[src/rtl/core/tdp_pkg.sv]
`timescale 1ns / 1ps
`default_nettype none

package tdp_pkg;

  // width of the number under test, range 8 to 32 on this port width
  localparam int NumWidth = 32;
  localparam int CntWidth = $clog2(NumWidth + 1);

  // stream payload widths
  localparam int InDataWidth  = 32;
  localparam int OutDataWidth = 8;

  // wheel constants
  localparam logic [NumWidth-1:0] Two   = NumWidth'(2);
  localparam logic [NumWidth-1:0] Three = NumWidth'(3);
  localparam logic [NumWidth-1:0] Five  = NumWidth'(5);
  localparam logic [NumWidth-1:0] Six   = NumWidth'(6);

  typedef struct packed {
    logic                start;
    logic [NumWidth-1:0] divisor;
  } div_req_t;

  typedef struct packed {
    logic                done;
    logic                rem_zero;
    logic [NumWidth-1:0] quotient;
  } div_rsp_t;

endpackage

`default_nettype wire

[src/rtl/core/tdp_seq.sv]
`timescale 1ns / 1ps
`default_nettype none

// wheel sequencer: screens small cases, then walks d = 5, 11, 17, ...
module tdp_seq import tdp_pkg::*; (
  input  wire logic                clk_i,
  input  wire logic                rst_ni,
  input  wire logic                in_valid_i,
  input  wire logic [NumWidth-1:0] in_num_i,
  output logic                     in_ready_o,
  output logic                     res_valid_o,
  output logic                     res_bit_o,
  input  wire logic                res_ready_i,
  output div_req_t                 div_req_o,
  output logic [NumWidth-1:0]      dividend_o,
  input  wire div_rsp_t            div_rsp_i
);

  typedef enum logic [2:0] {
    S_IDLE,
    S_DIV3,
    S_DIVA,
    S_DIVB,
    S_RES
  } state_e;

  state_e              state_q;
  logic [NumWidth-1:0] num_q;
  logic [NumWidth-1:0] trial_q;
  logic                res_q;
  div_req_t            req_q;

  always_ff @(posedge clk_i or negedge rst_ni) begin
    if (!rst_ni) begin
      state_q <= S_IDLE;
      num_q   <= '0;
      trial_q <= '0;
      res_q   <= 1'b0;
      req_q   <= '0;
    end else begin
      req_q.start <= 1'b0;
      case (state_q)
        S_IDLE: begin
          if (in_valid_i) begin
            num_q   <= in_num_i;
            trial_q <= '0;
            if (in_num_i < Two) begin
              res_q   <= 1'b0;
              state_q <= S_RES;
            end else if (in_num_i <= Three) begin
              res_q   <= 1'b1;
              state_q <= S_RES;
            end else if (!in_num_i[0]) begin
              res_q   <= 1'b0;
              state_q <= S_RES;
            end else begin
              req_q.start   <= 1'b1;
              req_q.divisor <= Three;
              state_q       <= S_DIV3;
            end
          end
        end
        S_DIV3: begin
          if (div_rsp_i.done) begin
            if (div_rsp_i.rem_zero) begin
              res_q   <= 1'b0;
              state_q <= S_RES;
            end else begin
              trial_q       <= Five;
              req_q.start   <= 1'b1;
              req_q.divisor <= Five;
              state_q       <= S_DIVA;
            end
          end
        end
        S_DIVA: begin
          // quotient below d means d*d exceeds the number
          if (div_rsp_i.done) begin
            if (trial_q > div_rsp_i.quotient) begin
              res_q   <= 1'b1;
              state_q <= S_RES;
            end else if (div_rsp_i.rem_zero) begin
              res_q   <= 1'b0;
              state_q <= S_RES;
            end else begin
              req_q.start   <= 1'b1;
              req_q.divisor <= trial_q + Two;
              state_q       <= S_DIVB;
            end
          end
        end
        S_DIVB: begin
          if (div_rsp_i.done) begin
            if (div_rsp_i.rem_zero) begin
              res_q   <= 1'b0;
              state_q <= S_RES;
            end else begin
              trial_q       <= trial_q + Six;
              req_q.start   <= 1'b1;
              req_q.divisor <= trial_q + Six;
              state_q       <= S_DIVA;
            end
          end
        end
        S_RES: begin
          if (res_ready_i) begin
            state_q <= S_IDLE;
          end
        end
        default: begin
          state_q <= S_IDLE;
        end
      endcase
    end
  end

  assign in_ready_o  = (state_q == S_IDLE);
  assign res_valid_o = (state_q == S_RES);
  assign res_bit_o   = res_q;
  assign div_req_o   = req_q;
  assign dividend_o  = num_q;

endmodule

`default_nettype wire

[config.mk]
export PLATFORM = sky130hd
export DESIGN_NAME = tdp_seq
export DESIGN_NICKNAME = d
export VERILOG_FILES = /design/src/rtl/core/tdp_pkg.sv /design/src/rtl/core/tdp_seq.sv
export SDC_FILE = /design/constraint.sdc
export NUM_CORES = 1
export LEC_CHECK = 0
export BUFFER_PORTS_ARGS = -buffer_cell sky130_fd_sc_hd__buf_4
export CAP_MARGIN = 10
export CORE_UTILIZATION = 55
export DETAILED_ROUTE_END_ITERATION = 16
export HOLD_SLACK_MARGIN = 0.1
export PLACE_DENSITY_LB_ADDON = 0.1
export SKIP_LAST_GASP = 1
export SLEW_MARGIN = 20
export SYNTH_ARGS = -nofsm -noshare
export SYNTH_HDL_FRONTEND = slang
export SYNTH_SLANG_ARGS = --single-unit
[constraint.sdc]
create_clock -name clk_i -period 3.9 [get_ports clk_i]
set_clock_uncertainty 0.2 [all_clocks]
set_input_delay 0.195 -clock clk_i [delete_from_list [all_inputs] [get_ports clk_i]]
set_output_delay 0.195 -clock clk_i [all_outputs]
set_load 0.03 [all_outputs]
==> metrics, run 1 <==
ANT nets after route=0; critical path depth=9; gr usage total=a little over a third; Critical R2R Capture=div_req_o[21]$_DFFE_PN0P_; clk buf depth=2; top post-synthesis cells by area=dfrtp_1 (42%), nand2_1 (9.3%), ha_1 (7.1%); Clock Root Buffer=clkbuf_8; Die X=approximately 110 microns; WS Path Type=register to register; sequential area share after synthesis=41.9%; setup_tns=0 ps; Vias/cell=6.16; peak supply drop=around 450 uV; cts bufs inserted=9; Fill cells=roughly 790; fmax=between 0.2 and 0.3 GHz; Max H-tree Level=3; delay of the slowest critical-path stage=720 ps; Pre-Repair DR Iteration Count=6; clk_lat worst skew=380 ps; Tcrit/Tclk final=92.2%; reg2reg setup slack=310 ps; buffers and inverters on the worst path=1; Primary FF master, synth=dfrtp_1; cell taking the most area after synthesis=dfrtp_1; vias in the first global route=between 6000 and 7000; CP most frequent cell=a21o_1; area of the multi-input gates=3160 sq um; min Tclk post-route=around 3600 ps; # setup viols final=0; most common cell after layout, fill and taps aside=nand2_1; required time of the critical path=around 3900 ps; Critical Path Start=trial_q[13]$_DFFE_PN0P_; io pins=138; WL/cell=18.8 microns; Hold/Removal Path Class=primary input to asynchronous set/reset pin; initial antenna violation count=0; TritonCTS clock tree=done; Pleak=3.75 nW; Post-synth EDFFs=0; maxcap violations=0; Yosys cell types=59; GR Overflow Total=0; Mapped Avg Cell Area=between 8 and 9 sq um; Yosys warning total=0; Max Slew Vio Count=0; Die ar.=around 11000 sq um; first-pass GRT wire length=31500 microns; Placer Congestion=~0.95; Top Family by Delay on Critical Path=compound AO/OA/AOI/OAI gates; CTS sink cnt=101; I/O Buffers=137; CP arrival=around 3600 ps; Post-DP HPWL=roughly 13000 microns; worst reg2reg path depth=9; DRC viols=0; Synth Instances=739; pwr/cell area=473 nW/um^2; via count=approximately 6400; layout cells sized above 1=19.7%; ANT cells=0; Synth Cell Area=~6000 sq um; reg2reg start=trial_q[13]$_DFFE_PN0P_; Final Hold Vio Count=0; largest net degree at the start of global routing=84; Core Area=roughly 10000 sq um; Iter 0 DRT Violations=roughly 600; area grow syn2layout=28.3%; commonest non-fill, non-tap cells in the layout=nand2_1 (150), buf_4 (149), dfrtp_1 (101), nor2_1 (72), o21ai_0 (69); CTS clk-pin slew, worst paths=100 ps; Net count, final=between 1000 and 1500; FF/Latch Area=roughly 2500 sq um; crit-path cells=ha_1, a21o_1, a21o_1, a2111oi_1, a31o_1, and3_1, buf_4, a21oi_1, o311ai_0; final core occ=74.0%; Post-Syn Nets=843; CP startpoint kind=register; ys async rst share=100%; Std-Cell Rows=37; crit path capture type=register; flops & latches, synth=just over 100; max_slew headroom=27.3%; crit-path max FO=15; slowest CP cell=a2111oi_1; RSZ-0062 raised after global routing=no; Least-Margin Pin Slew=between 1000 and 1500 ps; routed wire length=19500 microns; Synth top area share=41.9%; status=completed; initial core utilization=57.6%; CP endpoint=div_req_o[21]$_DFFE_PN0P_; Die Ht=107 microns
==> layer usage <==
layer / up-vias / wire length, microns / GRT usage [%]
li1: 2947 / - / -
met1: 3014 / 7550 / 43.7
met2: 391 / 9510 / 60.2
met3: 51 / 1890 / 7.96
met4: 0 / 573 / 15.9
met5: - / 0 / 0
==> layout make-up <==
type	instances	area share [%]
timing repair buffer	189	19.6
multi-input combinational	553	40.8
sequential	101	32.7
clock inverter	5	0.825
inverter	47	2.28
tap	136	2.20
clock buffer	9	1.60
==> sequential cells by signal (all words and copies together), names as in the netlist <==
| name | count |
|---|---|
| div_req_o | 33 |
| dividend_o | 32 |
| res_bit_o | 1 |
| state_q | 3 |
| trial_q | 32 |
==> repair_timing <==
action	4_1_cts	5_1_grt
buffers inserted	0	0
resized for setup	0	1
endpoints found under the hold margin	119	0
endpoints found under the setup margin	0	4
hold buffers	39	0
==> cells in the mapped netlist, drive strengths merged (9+ instances only) <==
library cell / n
ha: 34
nor4: 9
o211ai: 9
nor2: 72
a21oi: 35
o21ai: 69
nand2: 150
nand4: 20
dfrtp: 101
inv: 47
a221o: 11
a31oi: 19
nor3: 17
clkbuf: 30
nand3: 16
==> worst register-to-register path: cells and delay by family, from the launching register on <==
| family | cells | cell delay, ps |
|---|---|---|
| DFF | 1 | 550 |
| and+or+nand+nor | 1 | 230 |
| adders and majority gates | 1 | 330 |
| AOI/OAI and AO/OA | 6 | 1890 |
| buffers and inverters | 1 | 270 |
==> kinds of logic (layout without fill, tap and decap cells) <==
| group | Yosys count | count (layout) | synth area share [%] |
|---|---|---|---|
| buffers and inverters | 85 | 250 | 5.79 |
| multiplexers | 2 | 2 | 0.373 |
| AO/OA/AOI/OAI | 188 | 188 | 19.9 |
| adder cells (fa/ha/maj) | 34 | 34 | 7.05 |
| flip-flops | 101 | 101 | 41.9 |
| AND/OR/NAND/NOR | 329 | 329 | 25.0 |
==> metrics by stage <==
stage          hold slack (ps)  instances  worst slack, ps  total power [mW]  instance area (sq um)
2_1_floorplan             -301        739             1010              2.29                   6030
3_3_place_gp               188        987              122              2.85                   7150
3_5_place_dp               200        987              166              2.89                   7150
4_1_cts                    291       1040              133              3.60                   7730
5_1_grt                    304       1040             32.9              3.82                   7740
6_report                   219       1040              306              3.66                   7740
==> power by group <==
part / total, mW / switching, mW / internal, mW
registers: 1.44 / 0.180 / 1.26
clock network: 0.673 / 0.379 / 0.293
logic: 1.55 / 1.01 / 0.538
total: 3.66 / 1.57 / 2.09
==> worst min path at each step <==
stage | startpoint | end | slack (ps) | cells after the start
after detailed placement | res_ready_i | state_q[2]$_DFFE_PN0P_ | 200 | 2
after CTS | dividend_o[6]$_DFFE_PN0P_ | dividend_o[6]$_DFFE_PN0P_ | 290 | 2
after global placement | res_ready_i | state_q[2]$_DFFE_PN0P_ | 190 | 2
after global routing | dividend_o[20]$_DFFE_PN0P_ | dividend_o[20]$_DFFE_PN0P_ | 300 | 2
after floorplan | rst_ni | div_req_o[0]$_DFFE_PN0P_ | -300 | 0
final | rst_ni | trial_q[7]$_DFFE_PN0P_ | 220 | 2
No activity file was read; power rests on OpenSTA's default activity.
==> run 2, diff against run 1 <==
--- a/config.mk
+++ b/config.mk
@@ -5,6 +5,7 @@
 export SDC_FILE = /design/constraint.sdc
 export NUM_CORES = 1
 export LEC_CHECK = 0
+export ABC_CLOCK_PERIOD_IN_PS = 3900
 export BUFFER_PORTS_ARGS = -buffer_cell sky130_fd_sc_hd__buf_4
 export CAP_MARGIN = 10
 export CORE_UTILIZATION = 55
@@ -12,7 +13,6 @@
 export HOLD_SLACK_MARGIN = 0.1
 export PLACE_DENSITY_LB_ADDON = 0.1
 export SKIP_LAST_GASP = 1
-export SLEW_MARGIN = 20
 export SYNTH_ARGS = -nofsm -noshare
 export SYNTH_HDL_FRONTEND = slang
 export SYNTH_SLANG_ARGS = --single-unit
==> constraint.sdc (replaced) <==
create_clock -name clk_i -period 3.9 [get_ports clk_i]
set_clock_uncertainty 0.2 [all_clocks]
set_input_delay 0.585 -clock clk_i [delete_from_list [all_inputs] [get_ports clk_i]]
set_output_delay 0.585 -clock clk_i [all_outputs]
set_load 0.03 [all_outputs]
==> run 2 against run 1 <==
Against the previous run: register-to-register slack better by 60 ps; count of clock-buffer cells in the layout stayed put; combinational power down 5%; sequential share of layout area is 1.5 points higher.
==> metrics, run 2 (synthesis results as in run 1) <==
status=completed; Max Slew Vio Count=0 (unchanged); GR Overflow Total=0 (unchanged); CP arrival=3630 ps (about the same); CTS clk-pin slew, worst paths=100 ps (about the same); hold buffer count at CTS=0 (-100%); WS Path Type=register to register; area grow syn2layout=22.5%; most common cell after layout, fill and taps aside=buf_4; Std-Cell Rows=37 (unchanged); Net Switching=1.51 mW (-4.0%); Die ar.=11400 sq um (unchanged); ANT cells=0 (unchanged); via count=6216 (-2.9%); Final Hold Vio Count=0 (unchanged); clk_lat worst skew=370 ps (about the same); fmax=0.283 GHz (+1.7%); max reg flops=33 (unchanged); Die X=107 microns (unchanged); Die Ht=107 microns (unchanged); hold slack=147 ps (-72.3 ps); initial core utilization=57.6% (unchanged); Comb pwr share=41.0% (-1.3 points); Pint=2.08 mW (-0.54%); setup_tns=0 ps (unchanged); peak supply drop=502 uV (+12%); max_slew headroom=34.0% (+6.7 points); Pre-Repair DR Iteration Count=5 (-1); initial antenna violation count=0 (unchanged); Setup Fix Bufs, Post-CTS=0 (unchanged); TritonCTS clock tree=done; Vias/cell=6.18 (+0.36%); Pleak=3.61 nW (-3.7%); WL/cell=17.7 microns (-5.6%); Sequential Power Share=39.7% (+0.4 points); Iter 0 DRT Violations=541 (-9.4%); cts bufs inserted=9 (unchanged); io pins=138 (unchanged); routed wire length=17800 microns (-8.7%); Clock Power Share=19.3% (+0.9 points); reg2reg setup slack=370 ps (+60 ps); clk buf depth=2 (unchanged); Placer Congestion=0.948 (+0.13%); pwr/cell area=485 nW/um^2 (+2.6%); RSZ-0062 raised after global routing=no; crit-path max FO=10 (-5); maxcap violations=0 (unchanged); gr usage total=32.6% (-3.1 points); required time of the critical path=4000 ps (+60 ps); I/O Buffers=137 (unchanged); vias in the first global route=6168 (-3.4%); largest net degree at the start of global routing=79 (-6.0%); crit path capture type=register; Core Area=10500 sq um (unchanged); ANT nets after route=0 (unchanged); CTS sink cnt=101 (unchanged); Least-Margin Pin Slew=990 ps (-97.8 ps); number of gates resized after cts=0 (unchanged); DRC viols=0 (unchanged); layout cells sized above 1=21.0% (+1.3 points); first-pass GRT wire length=29200 microns (-7.4%); # setup viols final=0 (unchanged); Clock Root Buffer=clkbuf_8; CP startpoint kind=register; Net Sw Frac=42.0% (-0.86 points); Net count, final=969 (-3.6%); commonest non-fill, non-tap cells in the layout=buf_4 (152), nand2_1 (150), dfrtp_1 (101), nor2_1 (72), o21ai_0 (69); Tcrit/Tclk final=90.6% (-1.6 points); min Tclk post-route=3530 ps (-60.8 ps); Max H-tree Level=3 (unchanged); Post-DP HPWL=13300 microns (+0.48%); Hold/Removal Path Class=primary input to asynchronous set/reset pin
run 2: cell types whose count changed in the layout (fill, tap and decap cells not counted), sizes merged:
cell,before,now
buf,150,153
inv,47,49
dlygate4sd3,39,0
run 2: per-stage QoR:
stage	utilization, %	power (mW)	cells	area, sq um	setup WS, ps
global route	70.6	3.77	1006	7390	193
CTS	70.6	3.58	1006	7390	393
global placement	68.7	2.86	990	7190	444
detailed placement	68.7	2.90	990	7190	303
finish	70.6	3.59	1006	7390	366
floorplan	-	2.29	739	6030	815
run 2: area by class of cell:
class	instances	area [sq um]
multi-input cells	553	3150
inverters	47	176
repair buffers	153	1160
well taps	136	170
clock inverters	7	73.8
clock buffers	9	124
fillers	874	3080
flip-flops and latches	101	2530
run 2: worst paths after layout:
path,from,end,depth (start not counted)
setup / recovery,trial_q[13]$_DFFE_PN0P_,div_req_o[22]$_DFFE_PN0P_,11
hold reg to reg,dividend_o[4]$_DFFE_PN0P_,dividend_o[4]$_DFFE_PN0P_,2
hold / removal,rst_ni,trial_q[11]$_DFFE_PN0P_,1
max in group asynchronous,rst_ni,div_req_o[19]$_DFFE_PN0P_,2
min in group clk_i,res_ready_i,state_q[2]$_DFFE_PN0P_,2
setup reg to reg,trial_q[13]$_DFFE_PN0P_,div_req_o[22]$_DFFE_PN0P_,11
run 2: critical path, cell delays in order (launching register included):
cell and delay [ps]:
dfrtp_1 580, ha_1 340, a21o_1 180, a21o_1 160
a2111oi_0 470, buf_4 190, a31o_1 160, and3_1 360
buf_4 230, a21oi_2 120, or3_1 320, a21oi_1 140
run 2: per-layer routing:
layer	global-route usage [%]	share of wire [%]	routed length (microns)	vias to the layer above
met5	0	0	0	-
met4	17.2	3.4	613	0
met3	6.63	8.8	1570	48
met2	52.2	47	8310	358
met1	41.6	41	7320	2953
li1	-	-	-	2857
run 2: power groups by stage:
stage	Sequential [mW]	Combinational (mW)	Clock (mW)
5_1_grt	1.45	1.59	0.737
2_1_floorplan	1.78	0.515	0
4_1_cts	1.42	1.47	0.696
6_report	1.42	1.47	0.693
3_5_place_dp	1.43	1.47	0
3_3_place_gp	1.42	1.44	0
